--- config.mk ---
export PLATFORM = sky130hd
export DESIGN_NAME = rgb_to_palette256_quantizer_top
export DESIGN_NICKNAME = d
export VERILOG_FILES = /design/src/hdl/rgbpq_pkg.sv /design/src/hdl/rgb_to_palette256_quantizer_top.sv
export VERILOG_INCLUDE_DIRS = /design/src /design/src/hdl
export SDC_FILE = /design/constraint.sdc
export NUM_CORES = 1
export LEC_CHECK = 0
export BUFFER_PORTS_ARGS = -buffer_cell sky130_fd_sc_hd__buf_2
export CAP_MARGIN = 25
export CORE_MARGIN = 2
export CORE_UTILIZATION = 65
export CTS_CLUSTER_SIZE = 30
export DETAILED_ROUTE_END_ITERATION = 10
export HOLD_SLACK_MARGIN = 0.1
export PLACE_DENSITY = 0.82
export SYNTH_ARGS = -nofsm -noshare
export SYNTH_HDL_FRONTEND = slang
export SYNTH_SLANG_ARGS = --single-unit
--- constraint.sdc ---
create_clock -name clk -period 10.6 [get_ports clk]
set_input_delay 0.53 -clock clk [delete_from_list [all_inputs] [get_ports clk]]
set_output_delay 0.53 -clock clk [all_outputs]
set_load 0.01 [all_outputs]
--- src/hdl/assert_macros.svh ---
// Assertion macros used by the RTL of the palette quantizer.
`ifndef ASSERT_MACROS_SVH
`define ASSERT_MACROS_SVH
`ifndef SYNTH
// Checks prop at every rising edge of clk while the active-low reset is released.
`define ASSERT_RST(label, clk, rst_n, prop) \
  label: assert property (@(posedge clk) disable iff (!rst_n) prop) \
    else $error("assertion failed");
// Checks prop at every rising edge of clk, during reset as well.
`define ASSERT_ALWAYS(label, clk, prop) \
  label: assert property (@(posedge clk) prop) \
    else $error("assertion failed");
`else
`define ASSERT_RST(label, clk, rst_n, prop)
`define ASSERT_ALWAYS(label, clk, prop)
`endif
`endif

--- src/hdl/rgbpq_pkg.sv ---
// Constants and helper functions of the RGB to 256-colour palette quantizer.
package rgbpq_pkg;

  localparam int unsigned ChanW   = 8;
  localparam int unsigned StepW   = 3;
  localparam int unsigned GreyKW  = 5;
  localparam int unsigned SqW     = 2 * ChanW;
  localparam int unsigned DistW   = SqW + 2;
  localparam int unsigned SumW    = ChanW + 2;
  localparam int unsigned Stages  = 6;

  // Cube step boundaries: below 48 is step 0, below 115 step 1, then every 40.
  localparam logic [ChanW-1:0] CubeThrLo  = 8'd48;
  localparam logic [ChanW-1:0] CubeThr2   = 8'd115;
  localparam logic [ChanW-1:0] CubeThr3   = 8'd155;
  localparam logic [ChanW-1:0] CubeThr4   = 8'd195;
  localparam logic [ChanW-1:0] CubeThr5   = 8'd235;

  // Reciprocal multipliers: x/3 = (x*683)>>11 for x <= 765, x/10 = (x*205)>>11 for x <= 235.
  localparam logic [2*SumW-1:0]  AvgRecip   = 20'd683;
  localparam int unsigned        AvgShift   = 11;
  localparam logic [2*ChanW-1:0] TenRecip   = 16'd205;
  localparam int unsigned        TenShift   = 11;

  localparam logic [ChanW-1:0]  GreyAvgMax   = 8'd238;
  localparam logic [ChanW-1:0]  GreyAvgMin   = 8'd3;
  localparam logic [GreyKW-1:0] GreyLastStep = 5'd23;
  localparam logic [ChanW-1:0]  GreyBase     = 8'd8;
  localparam logic [ChanW-1:0]  GreyBaseIdx  = 8'd232;
  localparam logic [ChanW-1:0]  CubeBaseIdx  = 8'd16;

  // Cube step of one channel value.
  function automatic logic [StepW-1:0] cube_step(input logic [ChanW-1:0] v);
    logic [StepW-1:0] q;
    if (v < CubeThrLo)      q = 3'd0;
    else if (v < CubeThr2)  q = 3'd1;
    else if (v < CubeThr3)  q = 3'd2;
    else if (v < CubeThr4)  q = 3'd3;
    else if (v < CubeThr5)  q = 3'd4;
    else                    q = 3'd5;
    return q;
  endfunction

  // Channel level of a cube step.
  function automatic logic [ChanW-1:0] cube_level(input logic [StepW-1:0] q);
    logic [ChanW-1:0] lv;
    case (q)
      3'd0:    lv = 8'h00;
      3'd1:    lv = 8'h5f;
      3'd2:    lv = 8'h87;
      3'd3:    lv = 8'haf;
      3'd4:    lv = 8'hd7;
      default: lv = 8'hff;
    endcase
    return lv;
  endfunction

  // Absolute difference of two channel values.
  function automatic logic [ChanW-1:0] abs_diff(input logic [ChanW-1:0] a,
                                                input logic [ChanW-1:0] b);
    return (a > b) ? (a - b) : (b - a);
  endfunction

endpackage

--- src/hdl/rgb_to_palette256_quantizer_top.sv ---
// Top level of the RGB to 256-colour palette quantizer pipeline.
// Maps one 24-bit RGB pixel to the nearest entry of the 256-colour palette (cube
// entries 16 to 231, grey ramp 232 to 255). The block takes one pixel request every
// clock cycle unless the output stalls, and gives its index from a six-stage pipeline
// whose last stage is the output register. The stages are: cube quantization and
// channel sum; cube squares and division of the sum by three; cube distance and grey
// step; grey level and differences; grey squares; final compare. A stall on the
// output freezes the whole pipeline, so the input is stalled in the same cycle while
// a finished result waits; nothing is lost or repeated.
module rgb_to_palette256_quantizer_top (
  input  logic                       clk,
  input  logic                       rst_n,
  input  logic                       in_valid,
  output logic                       in_stall,
  input  logic [rgbpq_pkg::ChanW-1:0] in_red,
  input  logic [rgbpq_pkg::ChanW-1:0] in_green,
  input  logic [rgbpq_pkg::ChanW-1:0] in_blue,
  output logic                       out_valid,
  input  logic                       out_stall,
  output logic [rgbpq_pkg::ChanW-1:0] out_palette_index
);
  import rgbpq_pkg::*;

`include "assert_macros.svh"

  // Pipeline control: every stage moves together unless a result is held.
  logic              adv;
  logic [Stages-1:0] valid_r;
  logic [Stages-1:0] valid_nxt;

  assign adv       = !valid_r[Stages-1] || !out_stall;
  assign in_stall  = !adv;
  assign valid_nxt = {valid_r[Stages-2:0], in_valid};

  always_ff @(posedge clk) begin
    if (!rst_n) begin
      valid_r <= '0;
    end else if (adv) begin
      valid_r <= valid_nxt;
    end
  end

  // Stage 1: cube steps, distances to the cube levels and the channel sum.
  logic [ChanW-1:0] s1_red_r, s1_green_r, s1_blue_r;
  logic [StepW-1:0] s1_qr_r, s1_qg_r, s1_qb_r;
  logic [ChanW-1:0] s1_dr_r, s1_dg_r, s1_db_r;
  logic [SumW-1:0]  s1_sum_r;
  logic [StepW-1:0] qr_nxt, qg_nxt, qb_nxt;

  assign qr_nxt = cube_step(in_red);
  assign qg_nxt = cube_step(in_green);
  assign qb_nxt = cube_step(in_blue);

  always_ff @(posedge clk) begin
    if (adv) begin
      s1_red_r   <= in_red;
      s1_green_r <= in_green;
      s1_blue_r  <= in_blue;
      s1_qr_r    <= qr_nxt;
      s1_qg_r    <= qg_nxt;
      s1_qb_r    <= qb_nxt;
      s1_dr_r    <= abs_diff(cube_level(qr_nxt), in_red);
      s1_dg_r    <= abs_diff(cube_level(qg_nxt), in_green);
      s1_db_r    <= abs_diff(cube_level(qb_nxt), in_blue);
      s1_sum_r   <= {2'b00, in_red} + {2'b00, in_green} + {2'b00, in_blue};
    end
  end

  // Stage 2: cube squares, cube index and the channel average.
  logic [ChanW-1:0]  s2_red_r, s2_green_r, s2_blue_r;
  logic [SqW-1:0]    s2_sqr_r, s2_sqg_r, s2_sqb_r;
  logic [ChanW-1:0]  s2_cidx_r;
  logic [ChanW-1:0]  s2_avg_r;
  logic [2*SumW-1:0] avg_prod;
  logic [ChanW-1:0]  cidx_nxt;

  assign avg_prod = {{SumW{1'b0}}, s1_sum_r} * AvgRecip;
  assign cidx_nxt = CubeBaseIdx + {5'b0, s1_qr_r} * 8'd36
                  + {5'b0, s1_qg_r} * 8'd6 + {5'b0, s1_qb_r};

  always_ff @(posedge clk) begin
    if (adv) begin
      s2_red_r   <= s1_red_r;
      s2_green_r <= s1_green_r;
      s2_blue_r  <= s1_blue_r;
      s2_sqr_r   <= {{ChanW{1'b0}}, s1_dr_r} * {{ChanW{1'b0}}, s1_dr_r};
      s2_sqg_r   <= {{ChanW{1'b0}}, s1_dg_r} * {{ChanW{1'b0}}, s1_dg_r};
      s2_sqb_r   <= {{ChanW{1'b0}}, s1_db_r} * {{ChanW{1'b0}}, s1_db_r};
      s2_cidx_r  <= cidx_nxt;
      s2_avg_r   <= avg_prod[AvgShift +: ChanW];
    end
  end

  // Stage 3: cube distance and the grey step from the average.
  logic [ChanW-1:0]   s3_red_r, s3_green_r, s3_blue_r;
  logic [DistW-1:0]   s3_dc_r;
  logic [ChanW-1:0]   s3_cidx_r;
  logic [GreyKW-1:0]  s3_k_r;
  logic [ChanW-1:0]   avg_off;
  logic [2*ChanW-1:0] k_prod;
  logic [GreyKW-1:0]  k_nxt;

  assign avg_off = s2_avg_r - GreyAvgMin;
  assign k_prod  = {{ChanW{1'b0}}, avg_off} * TenRecip;

  always_comb begin
    if (s2_avg_r > GreyAvgMax) begin
      k_nxt = GreyLastStep;
    end else if (s2_avg_r < GreyAvgMin) begin
      k_nxt = '0;
    end else begin
      k_nxt = k_prod[TenShift +: GreyKW];
    end
  end

  always_ff @(posedge clk) begin
    if (adv) begin
      s3_red_r   <= s2_red_r;
      s3_green_r <= s2_green_r;
      s3_blue_r  <= s2_blue_r;
      s3_dc_r    <= {2'b00, s2_sqr_r} + {2'b00, s2_sqg_r} + {2'b00, s2_sqb_r};
      s3_cidx_r  <= s2_cidx_r;
      s3_k_r     <= k_nxt;
    end
  end

  // Stage 4: grey level (8 + 10k) and the channel distances to it.
  logic [DistW-1:0]  s4_dc_r;
  logic [ChanW-1:0]  s4_cidx_r;
  logic [GreyKW-1:0] s4_k_r;
  logic [ChanW-1:0]  s4_dr_r, s4_dg_r, s4_db_r;
  logic [ChanW-1:0]  grey;

  assign grey = GreyBase + {s3_k_r, 3'b000} + {2'b00, s3_k_r, 1'b0};

  always_ff @(posedge clk) begin
    if (adv) begin
      s4_dc_r   <= s3_dc_r;
      s4_cidx_r <= s3_cidx_r;
      s4_k_r    <= s3_k_r;
      s4_dr_r   <= abs_diff(grey, s3_red_r);
      s4_dg_r   <= abs_diff(grey, s3_green_r);
      s4_db_r   <= abs_diff(grey, s3_blue_r);
    end
  end

  // Stage 5: grey squares.
  logic [DistW-1:0]  s5_dc_r;
  logic [ChanW-1:0]  s5_cidx_r;
  logic [GreyKW-1:0] s5_k_r;
  logic [SqW-1:0]    s5_sqr_r, s5_sqg_r, s5_sqb_r;

  always_ff @(posedge clk) begin
    if (adv) begin
      s5_dc_r   <= s4_dc_r;
      s5_cidx_r <= s4_cidx_r;
      s5_k_r    <= s4_k_r;
      s5_sqr_r  <= {{ChanW{1'b0}}, s4_dr_r} * {{ChanW{1'b0}}, s4_dr_r};
      s5_sqg_r  <= {{ChanW{1'b0}}, s4_dg_r} * {{ChanW{1'b0}}, s4_dg_r};
      s5_sqb_r  <= {{ChanW{1'b0}}, s4_db_r} * {{ChanW{1'b0}}, s4_db_r};
    end
  end

  // Stage 6: the grey wins only when strictly closer than the cube colour.
  logic [DistW-1:0] grey_dist;
  logic [ChanW-1:0] idx_nxt;
  logic [ChanW-1:0] idx_r;

  assign grey_dist = {2'b00, s5_sqr_r} + {2'b00, s5_sqg_r} + {2'b00, s5_sqb_r};
  assign idx_nxt   = (grey_dist < s5_dc_r) ? (GreyBaseIdx + {3'b000, s5_k_r}) : s5_cidx_r;

  always_ff @(posedge clk) begin
    if (adv) begin
      idx_r <= idx_nxt;
    end
  end

  assign out_valid         = valid_r[Stages-1];
  assign out_palette_index = idx_r;

  // A frozen pipeline keeps every stage's valid bit.
  `ASSERT_RST(a_freeze_holds, clk, rst_n, !adv |=> $stable(valid_r))
  // Any index given lies in the cube or the grey ramp.
  `ASSERT_RST(a_index_range, clk, rst_n, out_valid |-> out_palette_index >= CubeBaseIdx)
  // The grey step never passes the last grey.
  `ASSERT_RST(a_grey_step, clk, rst_n, valid_r[Stages-2] |-> s5_k_r <= GreyLastStep)
  // Reset empties the pipeline.
  `ASSERT_ALWAYS(a_reset_empty, clk, !$past(rst_n) |-> valid_r == '0)

endmodule

After elaboration in Yosys (flattened, before gate mapping)
Cells that the tools add are included.
{"block": "totals", "ff_bits": 358, "input_bits": 28, "out_inout_bits": 10, "elab_cells": 147}
{"block": "op_classes", "add_sub_neg": 25, "mul": 10, "n_lt_le_gt_ge": 24, "n_eq_ne": 12, "muxes": 29, "reduce_logical": 8}
{"op": "one-hot mux 8 bit (5 select lines)", "n": 3}
{"op": "multiplier 8 x 8 -> 16 bit", "n": 6}
{"op": "subtractor 8 bit", "n": 12}
{"op": "two-way mux 8 bit", "n": 10}
{"op": "less-than comparator 8 bit (second input constant)", "n": 9}
{"op": "> comparator 8 bit", "n": 6}
{"op": "adder 17 x 16 -> 18 bit", "n": 2}
{"op": "two-way mux 3 bit", "n": 12}
{"op": "adder 16 x 16 -> 17 bit", "n": 2}
{"op": "less-than comparator 8 x 6 -> 1 bit (second input constant)", "n": 3}
{"op": "less-than comparator 8 x 7 -> 1 bit (second input constant)", "n": 3}
{"op": "multiplier 10 x 10 -> 19 bit (second input constant)", "n": 1}
{"op": "== test 3 x 2 -> 1 bit (second input constant)", "n": 6}
{"op": "less-than comparator 18 bit", "n": 1}
{"op": "adder 8 x 6 -> 8 bit", "n": 2}
{"op": "multiplier 8 x 8 -> 16 bit (second input constant)", "n": 1}
{"op": "adder 9 x 8 -> 10 bit", "n": 1}
{"op": "adder 8 x 8 -> 9 bit", "n": 1}
{"op": "== test 3 x 1 -> 1 bit (second input constant)", "n": 3}
{"op": "== test 3 bit (second input constant)", "n": 3}
{"op": "zero test 3 bit", "n": 3}
{"op": "adder 4 x 8 -> 8 bit (first input constant)", "n": 1}
{"op": "adder 5 x 8 -> 8 bit (first input constant)", "n": 1}
{"op": "adder 8 x 3 -> 8 bit", "n": 1}
{"op": "11 further kinds", "n": 15}

Longest topological paths before layout
{"block": "depth", "ltp_word": 11, "mapped_depth": 19, "mapped_depth_nobuf": 19}

Least setup slack after synthesis
No wires, ideal clock.
{"block": "synth_timing", "kind": "input-to-reg", "from": "input port out_stall", "to": "register valid_r[5]", "setup_time_ps": 128, "t_arrival_ps": 10057, "t_required_ps": 10472, "slack_ps": 415, "stages": 3, "n_path_buf": 0, "path_cell_list": "nand2_1 -> inv_1 -> o21a_1"}
{"block": "synth_via", "elab_chain_len": 2}
{"item": "from (decl)", "line_no": "rgb_to_palette256_quantizer_top.sv:19", "text": "input logic out_stall,"}
{"item": "zero test 1 bit", "line_no": "rgb_to_palette256_quantizer_top.sv:31", "text": "assign adv = !valid_r[Stages-1] || !out_stall;"}
{"item": "logical OR 1 bit", "line_no": "rgb_to_palette256_quantizer_top.sv:31"}
{"item": "to (signal assigned)", "line_no": "rgb_to_palette256_quantizer_top.sv:39", "text": "valid_r <= valid_nxt;"}
{"item": "to (decl)", "line_no": "rgb_to_palette256_quantizer_top.sv:28", "text": "logic [Stages-1:0] valid_r;"}
Every way passes these cells.
A chain may end at the register's enable or synchronous reset.

Final worst setup path
{"block": "layout_timing", "from": "register s2_avg_r[0]", "to": "register s3_k_r[4], data pin"}
{"block": "layout_via", "elab_chain_len": 3, "elab_cells_between_ends": 5, "cone_classes": "1 x add/sub; 1 x mul; 2 x order compare; 1 x mux"}
{"item": "from (decl)", "line_no": "rgb_to_palette256_quantizer_top.sv:73", "text": "logic [ChanW-1:0] s2_avg_r;"}
{"item": "from (signal assigned)", "line_no": "rgb_to_palette256_quantizer_top.sv:90", "text": "s2_avg_r <= avg_prod[AvgShift +: ChanW];"}
{"item": "subtractor 8 x 2 -> 8 bit", "line_no": "rgb_to_palette256_quantizer_top.sv:103", "text": "assign avg_off = s2_avg_r - GreyAvgMin;"}
{"item": "multiplier 8 x 8 -> 16 bit", "line_no": "rgb_to_palette256_quantizer_top.sv:104", "text": "assign k_prod = {{ChanW{1'b0}}, avg_off} * TenRecip;"}
{"item": "two-way mux 5 bit", "line_no": "rgb_to_palette256_quantizer_top.sv:109", "text": "end else if (s2_avg_r < GreyAvgMin) begin"}
{"item": "to (signal assigned)", "line_no": "rgb_to_palette256_quantizer_top.sv:123", "text": "s3_k_r <= k_nxt;"}
{"item": "to (decl)", "line_no": "rgb_to_palette256_quantizer_top.sv:98", "text": "logic [GreyKW-1:0] s3_k_r;"}
Parallel ways exist; a longest one is shown, timed or not.

==> results.md <==
- The portion of the clock cycle consumed by the worst path in the final layout is 0.503.
- Clock latency on the worst-skew pair, taken at its later pin, is 0.56 ns.
- The detailed-route DRC error count is 0.
- The number of instances resized during post-cts repair is 0.
- The worst slew slack as a fraction of its limit is 0.349.
- The leading register cell type out of synthesis is edfxtp_1.
- Buffers inserted to repair hold after CTS numbered 0.
- After detailed placement, the design holds a cell count of 3272.
- In this run the count of I/O pins placed on the die edge is 38.
- TritonCTS built the clock tree.
- The via total after detailed routing is 18900.
- The first detailed-routing pass took 7 iterations.
- The total die area is 48200 µm².
- The max-slew violation count is 0.
- The relative area change from synthesis to final layout is 7.40%.
- The number of clock buffers added by TritonCTS is 40.
- The clock sink count is 352.
- Setup repair after global routing left no endpoint under its margin.
- The number of maximum-capacitance constraint violations is 0.
- The finished layout holds 3348 standard cells, fillers aside.
- In the final layout, the share of cells above drive strength 1 is 0.0593.
- The post-CTS setup buffer count is 0.
- Counting along the longest clock path gives a buffer depth of 3.
- Once detail routing completed, the nets flagged for antenna violations numbered 0.
- The data arrival at the endpoint of the critical path is 5.60 ns.
- The placeable core region is 45600 µm².
- The post-synthesis mux area share is 0.0207.
- The complex-gate fraction of the synthesized area came to 0.0904.
- In the layout the commonest cells are 453 x inv_1, 439 x ha_1, 346 x edfxtp_1, 236 x fa_1, 143 x xnor2_1.
- The overall track demand over capacity in global routing is 0.247.
- In the routed layout, each cell is associated on average with a via count of 5.64.
- The number of buffers and inverters on the critical path is 2.
- The final critical-path required period is 5.33 ns.
- The fraction of synthesized cell area in xor and xnor cells is 0.0574.
- The highest clock rate is 0.188 GHz.
- In this run, the number of DRC markers left after iteration 0 of detailed routing was 1129.
- The wire length reported by the detailed router is 55900 µm.
- Of the post-synthesis cell area, the dominant cell type holds 0.344.
- edfxtp_1 takes more of the synthesized area than any other cell.
- The H-tree was split into 2 levels.
- The leading cell type in the layout, fill and taps excluded is inv_1.
- Dividing the detail-routed wire length by the instance count gives 16.7 µm.
- The synthesized-area fraction occupied by adder cells is 0.338.
- The critical path launch point type is a flip-flop.
- Counting flops with an async set or reset pin after synthesis yields a share of 0.
- Counting instances, the worst hold path has a depth of 3.
- The floorplan step set the die height to 220 µm.
- The kind of cell with the highest combined delay along the critical path is adder cells.
- The number of cells on the worst reg-to-reg path is 19.
- Sorting the synthesized cells by area gives the leading types as edfxtp_1 34%, ha_1 18%, fa_1 16%.
- The initial antenna violation count is 1.
- The root buffer cell chosen for the clock tree is clkbuf_16.
- After synthesis, the largest family of logic cells by area is adder cells.
- Of the total synthesized cell area, the portion taken by AND, OR, NAND and NOR gates is 0.0833.
- The final-report hold violation count is 0.
- The mapped netlist covers 30200 µm².
- The clock arrives with 0.0160 ns of skew.
- The run finished with clean final reports.
- The die width is 220 µm.
- Traced cell by cell, the critical path runs through ha_1, nor3_1, nand2_1, xnor2_1, ha_1, inv_1, fa_1, fa_1, fa_1, inv_1, ha_1, a21o_1, a21o_1, a21oi_1, o211a_1, nor3_1, a31oi_1, xnor2_1, o21ai_0.
- The synthesized netlist contains 74 unique library cells.
- The type of the setup path with the least slack is reg -> reg.
- The largest net degree at the start of global routing is 85.
- The number of antenna diodes in the final layout is 0.
- The starting density of the core is 0.663.
- The number of global-route vias before repair was 19900.
- The yosys synthesis warning count is 0.
- The number of enable-type register cells in the synthesized netlist is 346.
- The count of port buffers added during placement is 37.
- At the end of routability-driven placement, the weighted congestion stood at 0.898.
- The count of endpoints failing setup in the final report is 0.
- In this run the worst path has a maximum fanout of 4.
- The share of the Yosys chip area taken by registers is 0.348.
- The cell with the largest stage delay on the worst path is fa_1.
- In this run, synthesis produced a sequential element count of 352.
- After legalization and detailed placement, the total HPWL measured 44200 µm.
- The number of nets in the finished design is 3420.
- The register clock-pin slew on the reported worst setup and hold paths is 0.06 ns.
- The number of cells on the critical path is 19.
- The first-pass GRT wire length is 94700 µm.
- After routing, the total negative slack on setup checks comes to 0 ns.
- The floorplan has 78 rows.
- The required time at the endpoint of the critical path is 10.87 ns.
- The number of standard cells after synthesis is 2651.
- For this run, the share of the core covered by cells in the final layout is 0.712.
- The peak per-stage delay on the critical path is 0.57 ns.
- The worst min-delay path class is in -> reg.
- For the pin with the worst max-slew slack, the measured transition is 0.971 ns.
- The total overflow left after global routing is 0.
- The worst setup path is captured at a flip-flop.
- A synthesized cell averages 11.4 µm².
- Setup slack on the worst reg-to-reg path comes out at 5.27 ns.
## flip-flops by register name (all words and copies together) (netlist names), 10 cells and up
| signal | count |
|---|---|
| s5_sqr_r | 15 |
| s3_dc_r | 18 |
| s2_sqb_r | 15 |
| s5_sqb_r | 15 |
| s2_sqg_r | 15 |
| s5_sqg_r | 15 |
| s4_dc_r | 18 |
| s1_sum_r | 10 |
| s2_sqr_r | 15 |
| s5_dc_r | 18 |
## Yosys cell counts, types with 35 or more instances
library cell and n:
inv_1 453, ha_1 439, edfxtp_1 346, fa_1 236, xnor2_1 143, nand2_1 136
a21oi_1 135, and2_1 106, nor2_1 78, xor2_1 55, o21ai_0 53, a21o_1 50
nor2b_1 40, mux2i_1 35
## cells by family (layout without fill, tap and decap cells)
group,Yosys count,after routing
other,1,8
buffers and inverters,481,571
xor gates and xnor gates,198,198
DFF,352,352
AOI/OAI and AO/OA,403,403
and+or+nand+nor,485,485
adders and majority gates,675,675
muxes,56,56
## through the flow
stage / hold slack (ns) / setup slack [ns] / cell area, µm²
2_1_floorplan: 0.400 / 0.415 / 30200
3_3_place_gp: 0.401 / 5.59 / 31000
3_5_place_dp: 0.405 / 5.31 / 31000
4_1_cts: 0.205 / 5.27 / 32400
5_1_grt: 0.235 / 5.01 / 32400
6_report: 0.236 / 5.27 / 32400
## worst register-to-register path: stages, from the launching register on
cell and delay [ns]:
edfxtp_1 0.45, ha_1 0.26, nor3_1 0.27, nand2_1 0.15, xnor2_1 0.34, ha_1 0.32
inv_1 0.10, fa_1 0.41, fa_1 0.52, fa_1 0.57, inv_1 0.05, ha_1 0.32
a21o_1 0.18, a21o_1 0.17, a21oi_1 0.18, o211a_1 0.18, nor3_1 0.08, a31oi_1 0.25
xnor2_1 0.16, o21ai_0 0.10
## worst paths after layout
path / end / start
max: s3_k_r[4] / s2_avg_r[0]
max reg2reg: s3_k_r[4] / s2_avg_r[0]
min reg2reg: s5_dc_r[15] / s4_dc_r[15]
min: valid_r[0] / in_valid
## per-layer routing
layer,GRT usage,vias up,share of wire
li1,-,9150,-
met1,0.311,9178,0.42
met2,0.429,401,0.50
met3,0.0363,135,0.042
met4,0.0986,2,0.040
met5,0,-,0.00023
## layout make-up
class / count / area (µm²)
Clock buffer: 45 / 1060
Fill cell: 3086 / 13100
Multi-Input combinational cell: 1825 / 17900
Tap cell: 600 / 751
Timing Repair Buffer: 45 / 283
Inverter: 453 / 1700
Sequential cell: 352 / 10500
Clock inverter: 28 / 267
Power is left out: the tool's default activity adds up to more than one toggle a clock period on the data nets, which glitch-free logic cannot reach.
